### config.mk
export PLATFORM = sky130hd
export DESIGN_NAME = bf16_to_fp6_lut_index_quantizer
export DESIGN_NICKNAME = d
export VERILOG_FILES = /design/src/design/bfq_pkg.sv /design/src/design/bfq_cfg.sv /design/src/design/bfq_front.sv /design/src/design/bfq_argmin.sv /design/src/design/bf16_to_fp6_lut_index_quantizer.sv
export SDC_FILE = /design/constraint.sdc
export NUM_CORES = 2
export LEC_CHECK = 0
export BUFFER_PORTS_ARGS = -buffer_cell sky130_fd_sc_hd__clkbuf_2
export CAP_MARGIN = 40
export CORE_ASPECT_RATIO = 1.2
export CORE_MARGIN = 8
export CORE_UTILIZATION = 55
export DETAILED_ROUTE_END_ITERATION = 6
export PLACE_DENSITY = 0.72
export SLEW_MARGIN = 10
export SYNTH_ARGS = -nofsm -noshare
export SYNTH_HDL_FRONTEND = slang
export SYNTH_HIERARCHICAL = 1
export SYNTH_SLANG_ARGS = --single-unit
export TNS_END_PERCENT = 100
### constraint.sdc
create_clock -name clk_i -period 10.7 [get_ports clk_i]
set_input_delay 2.14 -clock clk_i [delete_from_list [all_inputs] [get_ports clk_i]]
set_output_delay 2.14 -clock clk_i [all_outputs]
set_load 0.02 [all_outputs]
### src/design/bfq_pkg.sv
// ----------------------------------------------------------------------------
// bfq_pkg
// Types, constants and conversion functions shared by the bf16 to fp6 palette
// index quantizer.
// ----------------------------------------------------------------------------
package bfq_pkg;

  localparam int unsigned NumEntries  = 16;
  localparam int unsigned BankEntries = 8;
  localparam int unsigned GroupSize   = 4;
  localparam int unsigned GroupCount  = NumEntries / GroupSize;
  localparam int unsigned IdxW        = 4;
  localparam int unsigned CodeW       = 6;
  localparam int unsigned FixW        = 9;
  localparam int unsigned DistW       = 9;
  localparam int unsigned ValueW      = 16;
  localparam int unsigned PackedW     = 8;
  localparam int unsigned CfgIdxW     = 2;
  localparam int unsigned CfgDataW    = 48;

  localparam logic [CfgIdxW-1:0] RegPaletteLow  = 2'd0;
  localparam logic [CfgIdxW-1:0] RegPaletteHigh = 2'd1;

  typedef logic [CodeW-1:0]         code_t;
  typedef logic signed [FixW-1:0]   fixed_t;
  typedef logic [DistW-1:0]         dist_t;
  typedef logic [IdxW-1:0]          idx_t;

  typedef logic [NumEntries-1:0][FixW-1:0]  fix_vec_t;
  typedef logic [NumEntries-1:0][DistW-1:0] dist_vec_t;

  typedef struct packed {
    dist_t delta;
    idx_t  idx;
  } cand_t;

  typedef cand_t [GroupCount-1:0] grp_vec_t;

  // Round a bf16 pattern to nearest-even into an fp6 e3m2 code.
  function automatic code_t bf16_to_fp6(input logic [ValueW-1:0] bits);
    logic               sign;
    logic [7:0]         expf;
    logic [6:0]         man;
    logic signed [9:0]  e;
    logic signed [9:0]  ex;
    logic signed [9:0]  ex_b;
    logic [2:0]         rounded;
    logic [1:0]         mant;
    logic               is_small;
    logic               tiny;
    logic               big;
    logic [4:0]         mag;
    sign    = bits[15];
    expf    = bits[14:7];
    man     = bits[6:0];
    e       = $signed({2'b00, expf}) - 10'sd127;
    rounded = {1'b0, man[6:5]} + {2'b00, man[4] & ((|man[3:0]) | man[5])};
    if (rounded[2]) begin
      mant = 2'b00;
      ex   = e + 10'sd1;
    end else begin
      mant = rounded[1:0];
      ex   = e;
    end
    is_small = ~mant[1];
    tiny  = (expf == 8'h00) || (e <= -10'sd7) || (ex <= -10'sd5);
    big   = (expf == 8'hFF) || (ex >= 10'sd5);
    ex_b  = ex + 10'sd3;
    mag   = {ex_b[2:0], mant};
    if (ex == -10'sd3) begin
      mag = is_small ? 5'd2 : 5'd3;
    end
    if (ex == -10'sd4) begin
      mag = is_small ? 5'd1 : 5'd2;
    end
    if (big) begin
      mag = 5'h1F;
    end
    return tiny ? code_t'(0) : {sign, mag};
  endfunction

  // Signed fixed-point form of an fp6 code in units of 2^-4, magnitude
  // masked to eight bits.
  function automatic fixed_t fp6_fixed(input code_t c);
    logic [2:0] exf;
    logic [2:0] sig;
    logic [8:0] wide;
    fixed_t     m;
    exf = c[4:2];
    if (exf == 3'd0) begin
      sig  = {1'b0, c[1:0]};
      wide = {6'b0, sig};
    end else begin
      sig  = {1'b1, c[1:0]};
      wide = {6'b0, sig} << (exf - 3'd1);
    end
    m = fixed_t'({1'b0, wide[7:0]});
    return c[5] ? -m : m;
  endfunction

  // Absolute difference of two fixed-point values, nine bits.
  function automatic dist_t abs_dist(input fixed_t a, input fixed_t b);
    logic signed [FixW:0] x;
    logic signed [FixW:0] ax;
    x  = $signed({a[FixW-1], a}) - $signed({b[FixW-1], b});
    ax = x[FixW] ? -x : x;
    return ax[DistW-1:0];
  endfunction

  // Keeps the first candidate unless the second is strictly nearer.
  function automatic cand_t cand_min(input cand_t a, input cand_t b);
    return (b.delta < a.delta) ? b : a;
  endfunction

endpackage

### src/design/bfq_cfg.sv
// ----------------------------------------------------------------------------
// bfq_cfg
// Palette registers and their fixed-point forms.
// ----------------------------------------------------------------------------
module bfq_cfg
  import bfq_pkg::*;
(
  input  logic                clk_i,
  input  logic                rst_ni,
  input  logic                cfg_valid_i,
  output logic                cfg_ready_o,
  input  logic [CfgIdxW-1:0]  cfg_index_i,
  input  logic [CfgDataW-1:0] cfg_data_i,
  output fix_vec_t            pal_fix_o
);

  logic [CfgDataW-1:0] pal_low_q;
  logic [CfgDataW-1:0] pal_high_q;

  assign cfg_ready_o = 1'b1;

  always_ff @(posedge clk_i or negedge rst_ni) begin
    if (!rst_ni) begin
      pal_low_q  <= '0;
      pal_high_q <= '0;
    end else if (cfg_valid_i && cfg_ready_o) begin
      case (cfg_index_i)
        RegPaletteLow:  pal_low_q  <= cfg_data_i;
        RegPaletteHigh: pal_high_q <= cfg_data_i;
        default: ;
      endcase
    end
  end

  always_comb begin
    for (int i = 0; i < BankEntries; i++) begin
      pal_fix_o[i]               = fp6_fixed(pal_low_q[CodeW*i +: CodeW]);
      pal_fix_o[i + BankEntries] = fp6_fixed(pal_high_q[CodeW*i +: CodeW]);
    end
  end

endmodule

### src/design/bfq_front.sv
// ----------------------------------------------------------------------------
// bfq_front
// Converts both activations to fixed point, then forms their distances to
// every palette entry.
// ----------------------------------------------------------------------------
module bfq_front
  import bfq_pkg::*;
(
  input  logic              clk_i,
  input  logic              rst_ni,
  input  logic              valid_i,
  input  logic [ValueW-1:0] even_value_i,
  input  logic [ValueW-1:0] odd_value_i,
  input  fix_vec_t          pal_fix_i,
  output logic              valid_o,
  output dist_vec_t         even_dist_o,
  output dist_vec_t         odd_dist_o
);

  logic      conv_valid_q;
  fixed_t    even_fix_q;
  fixed_t    odd_fix_q;
  logic      dist_valid_q;
  dist_vec_t even_dist_d;
  dist_vec_t odd_dist_d;
  dist_vec_t even_dist_q;
  dist_vec_t odd_dist_q;

  always_ff @(posedge clk_i or negedge rst_ni) begin
    if (!rst_ni) begin
      conv_valid_q <= 1'b0;
      dist_valid_q <= 1'b0;
    end else begin
      conv_valid_q <= valid_i;
      dist_valid_q <= conv_valid_q;
    end
  end

  always_ff @(posedge clk_i) begin
    even_fix_q  <= fp6_fixed(bf16_to_fp6(even_value_i));
    odd_fix_q   <= fp6_fixed(bf16_to_fp6(odd_value_i));
    even_dist_q <= even_dist_d;
    odd_dist_q  <= odd_dist_d;
  end

  always_comb begin
    for (int i = 0; i < NumEntries; i++) begin
      even_dist_d[i] = abs_dist(even_fix_q, $signed(pal_fix_i[i]));
      odd_dist_d[i]  = abs_dist(odd_fix_q, $signed(pal_fix_i[i]));
    end
  end

  assign valid_o     = dist_valid_q;
  assign even_dist_o = even_dist_q;
  assign odd_dist_o  = odd_dist_q;

endmodule

### src/design/bfq_argmin.sv
// ----------------------------------------------------------------------------
// bfq_argmin
// Two-level registered search for the nearest palette entry of each lane,
// lower index first on ties, and packing of the two indices.
// ----------------------------------------------------------------------------
module bfq_argmin
  import bfq_pkg::*;
(
  input  logic               clk_i,
  input  logic               rst_ni,
  input  logic               valid_i,
  input  dist_vec_t          even_dist_i,
  input  dist_vec_t          odd_dist_i,
  output logic               valid_o,
  output logic [PackedW-1:0] packed_o
);

  logic               grp_valid_q;
  grp_vec_t           even_grp_d;
  grp_vec_t           odd_grp_d;
  grp_vec_t           even_grp_q;
  grp_vec_t           odd_grp_q;
  logic               out_valid_q;
  cand_t              even_best;
  cand_t              odd_best;
  logic [PackedW-1:0] packed_q;

  always_comb begin
    for (int g = 0; g < GroupCount; g++) begin
      even_grp_d[g] = '{delta: even_dist_i[GroupSize*g], idx: idx_t'(GroupSize*g)};
      odd_grp_d[g]  = '{delta: odd_dist_i[GroupSize*g], idx: idx_t'(GroupSize*g)};
      for (int k = 1; k < GroupSize; k++) begin
        even_grp_d[g] = cand_min(even_grp_d[g],
            '{delta: even_dist_i[GroupSize*g + k], idx: idx_t'(GroupSize*g + k)});
        odd_grp_d[g]  = cand_min(odd_grp_d[g],
            '{delta: odd_dist_i[GroupSize*g + k], idx: idx_t'(GroupSize*g + k)});
      end
    end
  end

  always_comb begin
    even_best = even_grp_q[0];
    odd_best  = odd_grp_q[0];
    for (int g = 1; g < GroupCount; g++) begin
      even_best = cand_min(even_best, even_grp_q[g]);
      odd_best  = cand_min(odd_best, odd_grp_q[g]);
    end
  end

  always_ff @(posedge clk_i or negedge rst_ni) begin
    if (!rst_ni) begin
      grp_valid_q <= 1'b0;
      out_valid_q <= 1'b0;
    end else begin
      grp_valid_q <= valid_i;
      out_valid_q <= grp_valid_q;
    end
  end

  always_ff @(posedge clk_i) begin
    even_grp_q <= even_grp_d;
    odd_grp_q  <= odd_grp_d;
    packed_q   <= {odd_best.idx, even_best.idx};
  end

  assign valid_o  = out_valid_q;
  assign packed_o = packed_q;

endmodule

### src/design/bf16_to_fp6_lut_index_quantizer.sv
// ----------------------------------------------------------------------------
// A transfer at start reaches the done_o strobe through the register stages below.
// Throughput: one activation pair per cycle; busy stays low.
// The four register stages are conversion, distances, group minimum and
// final minimum; the receiver cannot stall, so nothing is held back.
// Reset clears the stage valid bits and both palette registers to zero.
// ----------------------------------------------------------------------------
// bf16_to_fp6_lut_index_quantizer
// Quantizes two bf16 activations to fp6 e3m2 and returns the index of the
// nearest entry of a configured 16-entry palette for each, packed in a byte.
// ----------------------------------------------------------------------------
module bf16_to_fp6_lut_index_quantizer
  import bfq_pkg::*;
(
  input  logic                clk_i,
  input  logic                rst_ni,
  input  logic                start,
  output logic                busy,
  input  logic [ValueW-1:0]   even_value_i,
  input  logic [ValueW-1:0]   odd_value_i,
  output logic                done_o,
  output logic [PackedW-1:0]  packed_indices_o,
  input  logic                cfg_valid_i,
  output logic                cfg_ready_o,
  input  logic [CfgIdxW-1:0]  cfg_index_i,
  input  logic [CfgDataW-1:0] cfg_data_i
);

  fix_vec_t  pal_fix;
  logic      dist_valid;
  dist_vec_t even_dist;
  dist_vec_t odd_dist;

  assign busy = 1'b0;

  bfq_cfg u_cfg (
    .clk_i       (clk_i),
    .rst_ni      (rst_ni),
    .cfg_valid_i (cfg_valid_i),
    .cfg_ready_o (cfg_ready_o),
    .cfg_index_i (cfg_index_i),
    .cfg_data_i  (cfg_data_i),
    .pal_fix_o   (pal_fix)
  );

  bfq_front u_front (
    .clk_i        (clk_i),
    .rst_ni       (rst_ni),
    .valid_i      (start && !busy),
    .even_value_i (even_value_i),
    .odd_value_i  (odd_value_i),
    .pal_fix_i    (pal_fix),
    .valid_o      (dist_valid),
    .even_dist_o  (even_dist),
    .odd_dist_o   (odd_dist)
  );

  bfq_argmin u_argmin (
    .clk_i       (clk_i),
    .rst_ni      (rst_ni),
    .valid_i     (dist_valid),
    .even_dist_i (even_dist),
    .odd_dist_i  (odd_dist),
    .valid_o     (done_o),
    .packed_o    (packed_indices_o)
  );

endmodule
==> run summary <==
### Floorplanning
* **full die area** 0.09745 sq mm
* **placement row count** 119
* **initial standard-cell utilization of the core** 0.5518
* **chip width** 286.3 um
* **height of the die** 340.4 um
* **core footprint** 0.08740 sq mm
* **IO Pins** 97

### Global route
* **number of antenna violations at the first check in global routing** 7
* **overall track demand over capacity in global routing** 0.2508
* **total overflow reported by the global router** 0
* **vias in the first global route** 39730
* **maximum number of pins on one net before global-route repair** 52
* **first-pass GRT wire length** 201.8 mm

### Timing
* **final total negative setup slack** 0 ps
* **clock skew after layout** 29.42 ps
* **number of slew-limit violations in the final report** 0
* **number of failing hold endpoints at the final stage** 0
* **Tcrit/Tclk final** 0.6126
* **worst slew margin relative to its limit** 0.2867
* **final critical-path required period** 6555 ps
* **peak clock frequency supported by timing** 0.1526 GHz
* **setup repair after global routing missed its margin** false
* **transition time of the tightest slew-check pin** 1070 ps
* **number of setup violations in the final report** 0

### Synth
* **Post-synth top flop** sky130_fd_sc_hd__dfxtp_1
* **Avg Synthesized Cell Area** 8.006 sq um
* **nets in the synthesized netlist** 6772
* **flip-flop and latch count after synthesis** 502
* **Warnings, synthesis** 6
* **number of synthesized flops with an enable pin** 0
* **portion of the post-synthesis area used by sequential elements** 0.2188
* **gate count after technology mapping** 6024
* **Post-Synthesis Cell Area** 0.04823 sq mm
* **count of distinct cell types in the synthesized netlist** 107
* **Async SR Flop Fraction** 0.1992

### Status
* **outcome** finished, final reports clean

### Placement
* **total instance count after detailed placement** 7129
* **count of input and output buffers** 94
* **final HPWL from detailed placement** 99.26 mm
* **GP Congestion** 0.9153
* **placed cell areas** 0.04975 sq mm

### Critical path
* **classification of the worst setup path** in -> reg
* **number of buffer and inverter stages on the critical path** 2
* **number of cells on the worst reg-to-reg path** 25
* **type of origin of the critical path** input port
* **kind of cell adding the most delay to the critical path** compound AO/OA/AOI/OAI gates
* **WP depth** 17
* **Crit Reg-Reg Startpoint** u_front/even_dist_o[79]
* **Crit Path Max Fanout** 10
* **beginning of the critical path** odd_value_i[7]
* **capturing instance or port of the critical path** u_front/odd_fix_q[3]
* **Crit path arrival time** 7070 ps
* **CP Cell Sequence** clkbuf_2 > ha_1 > xor2_1 > nand4_1 > xnor2_1 > nor3_1 > a21oi_1 > o41ai_2 > buf_2 > o21ai_0 > ha_1 > ha_1 > nor2b_1 > o311ai_0 > a221oi_1 > o21ai_0 > a211o_1
* **CP most frequent cell** sky130_fd_sc_hd__ha_1
* **data required time of the worst path** 11220 ps
* **destination of the worst register-to-register timing path** u_argmin/even_grp_q[30]
* **slowest library cell on the worst path** sky130_fd_sc_hd__a221oi_1
* **highest cell delay on the worst timing path** 590 ps
* **endpoint class of the critical path** flip-flop
* **setup slack, reg-to-reg** 4510 ps

### Routing
* **Met1 Wirelength** 56.54 mm
* **sum of met3 wire segment lengths after detailed routing** 6.584 mm
* **Detail Route Antenna Nets** 0
* **detailed router's first-iteration violation count** 2842
* **routed wirelength normalized by instance count** 17.49 um
* **final routed DRC violation total** 0
* **overall via count from detail_route** 41769
* **sum of routed wire length over all layers** 126.6 mm
* **metal2 WL** 58.78 mm
* **via density per instance** 5.770
* **highest metal used** met4
* **detailed-router iteration count before antenna repair** 6

### Clock network
* **# Post-CTS Setup Buffers** 0
* **clock tree from TritonCTS** done
* **CTS sink cnt** 502
* **CTS max path bufs** 3
* **CTS Buf Count** 58
* **CTS hold repair buffers** 0
* **post-cts repair resize count** 0
* **clock slew at reported path FFs** 50 ps
* **Clk Tree Root Cell** sky130_fd_sc_hd__clkbuf_16
* **number of levels in the clock H-tree** 2
* **Worst-Skew Late Latency** 640 ps

### Finish
* **Area growth, synth to finish** 7.270%
* **area taken by multi-input logic gates** 0.03403 sq mm
* **post-route non-filler standard cell count** 7239
* **number of filler instances in the final layout** 7818
* **share of final-layout standard cells stronger than drive strength 1** 0.08181
* **cell area after layout** 0.05173 sq mm
* **Final #Nets** 6788
* **flip-flop and latch area** 0.01056 sq mm

### Run
* **number of max-cap violations** 0

### Hold path
* **worst min-delay path class** reg -> reg

## per-stage QoR
| step | worst slack, ps | hold slack (ps) | utilization |
|---|---|---|---|
| 6_report | 4145 | 346.7 | 0.5919 |
| 5_1_grt | 3663 | 354.2 | 0.5918 |
| 4_1_cts | 4180 | 348.0 | 0.5918 |
| 3_5_place_dp | 3505 | 334.7 | 0.5693 |
| 3_3_place_gp | 3393 | 335.6 | 0.5670 |
| 2_1_floorplan | 4333 | 331.2 | - |
## registers in the layout, summed over array words and instances (netlist names), 8 cells and up
register,count
u_argmin/even_grp_q,44
u_front/even_dist_o,144
u_cfg/pal_high_q,48
u_front/odd_fix_q,9
u_front/even_fix_q,9
u_argmin/odd_grp_q,44
u_argmin/packed_o,8
u_cfg/pal_low_q,48
u_front/odd_dist_o,144
## layout make-up
cell class                 instances  share of cell area
antenna                            3           0.0001451
clock buffer                      73             0.03212
clock inverter                    34            0.005974
inverter                         769             0.05580
multi-input combinational       4579              0.6577
sequential                       502              0.2041
tap                             1149             0.02779
timing repair buffer             130             0.01633
## synth_stat cells, types with 15 or more instances
cell type	instances	area, sq um
sky130_fd_sc_hd__nand2_1	411	1543
sky130_fd_sc_hd__nor3_1	80	400.4
sky130_fd_sc_hd__a2bb2oi_1	19	166.4
sky130_fd_sc_hd__nor2b_1	100	625.6
sky130_fd_sc_hd__nand3b_1	15	112.6
sky130_fd_sc_hd__nor4_1	35	219.0
sky130_fd_sc_hd__nand3_1	102	510.5
sky130_fd_sc_hd__a211oi_1	28	210.2
sky130_fd_sc_hd__fa_1	32	640.6
sky130_fd_sc_hd__or3_1	32	200.2
sky130_fd_sc_hd__or2_2	47	294.0
sky130_fd_sc_hd__and3_1	39	244.0
sky130_fd_sc_hd__a22oi_1	40	300.3
sky130_fd_sc_hd__dfrtp_1	100	2502
sky130_fd_sc_hd__a21o_1	60	450.4
sky130_fd_sc_hd__mux2_2	124	1396
sky130_fd_sc_hd__nand2b_1	117	732.0
sky130_fd_sc_hd__o21a_1	56	420.4
sky130_fd_sc_hd__and2_1	40	250.2
sky130_fd_sc_hd__clkbuf_1	125	469.2
sky130_fd_sc_hd__a21boi_0	79	593.1
sky130_fd_sc_hd__nand4_1	39	244.0
sky130_fd_sc_hd__nor2_1	425	1595
sky130_fd_sc_hd__o21bai_1	31	232.7
sky130_fd_sc_hd__inv_1	769	2887
sky130_fd_sc_hd__a21oi_1	358	1792
sky130_fd_sc_hd__ha_1	630	7883
sky130_fd_sc_hd__xnor2_1	353	3092
sky130_fd_sc_hd__buf_2	22	110.1
sky130_fd_sc_hd__nor3b_1	71	533.0
sky130_fd_sc_hd__mux2_1	20	225.2
sky130_fd_sc_hd__a31oi_1	58	362.9
sky130_fd_sc_hd__o31ai_1	81	608.1
sky130_fd_sc_hd__a211o_1	29	254.0
sky130_fd_sc_hd__dfxtp_1	402	8048
sky130_fd_sc_hd__o211ai_1	28	210.2
sky130_fd_sc_hd__mux2i_1	181	1812
sky130_fd_sc_hd__xor2_1	98	858.3
sky130_fd_sc_hd__o22ai_1	17	106.4
sky130_fd_sc_hd__o21ai_0	443	2217
## how the worst min path moves through the flow
stage / start / end / cells after the start
final: u_front/valid_o / u_argmin/grp_valid_q / 0
after global routing: u_front/conv_valid_q / u_front/valid_o / 0
after CTS: u_front/valid_o / u_argmin/grp_valid_q / 0
after detailed placement: u_front/valid_o / u_argmin/grp_valid_q / 0
after global placement: u_front/conv_valid_q / u_front/valid_o / 0
after floorplan: u_front/valid_o / u_argmin/grp_valid_q / 0
## routing by layer
metal	up-vias	GRT usage
met5	-	0
met1	19499	0.3232
met4	0	0.08844
met3	240	0.02902
li1	21054	-
met2	976	0.4303
## logic make-up (layout without fill, tap and decap cells)
kind of cell	after synthesis	in the layout	share of synthesized area
other	2	5	0.0001557
buffers and inverters	943	1006	0.07677
DFF	502	502	0.2188
AOI/OAI and AO/OA	1520	1520	0.2031
xor gates and xnor gates	452	452	0.08224
and+or+nand+nor	1598	1598	0.1637
muxes	344	344	0.07835
adders and majority gates	663	663	0.1769
## cells in the final DEF (no fill, tap or decap), drive strengths merged, types with 100 or more instances in the layout
cell type	n
nor2	425
mux2i	189
clkbuf	166
dfxtp	402
inv	775
xnor2	354
nand2	413
nand3	102
nor2b	100
dfrtp	100
mux2	155
a21oi	363
nand2b	118
ha	630
o21ai	456
Power is left out: the tool's default activity adds up to more than one toggle a clock period on the data nets, which glitch-free logic cannot reach.
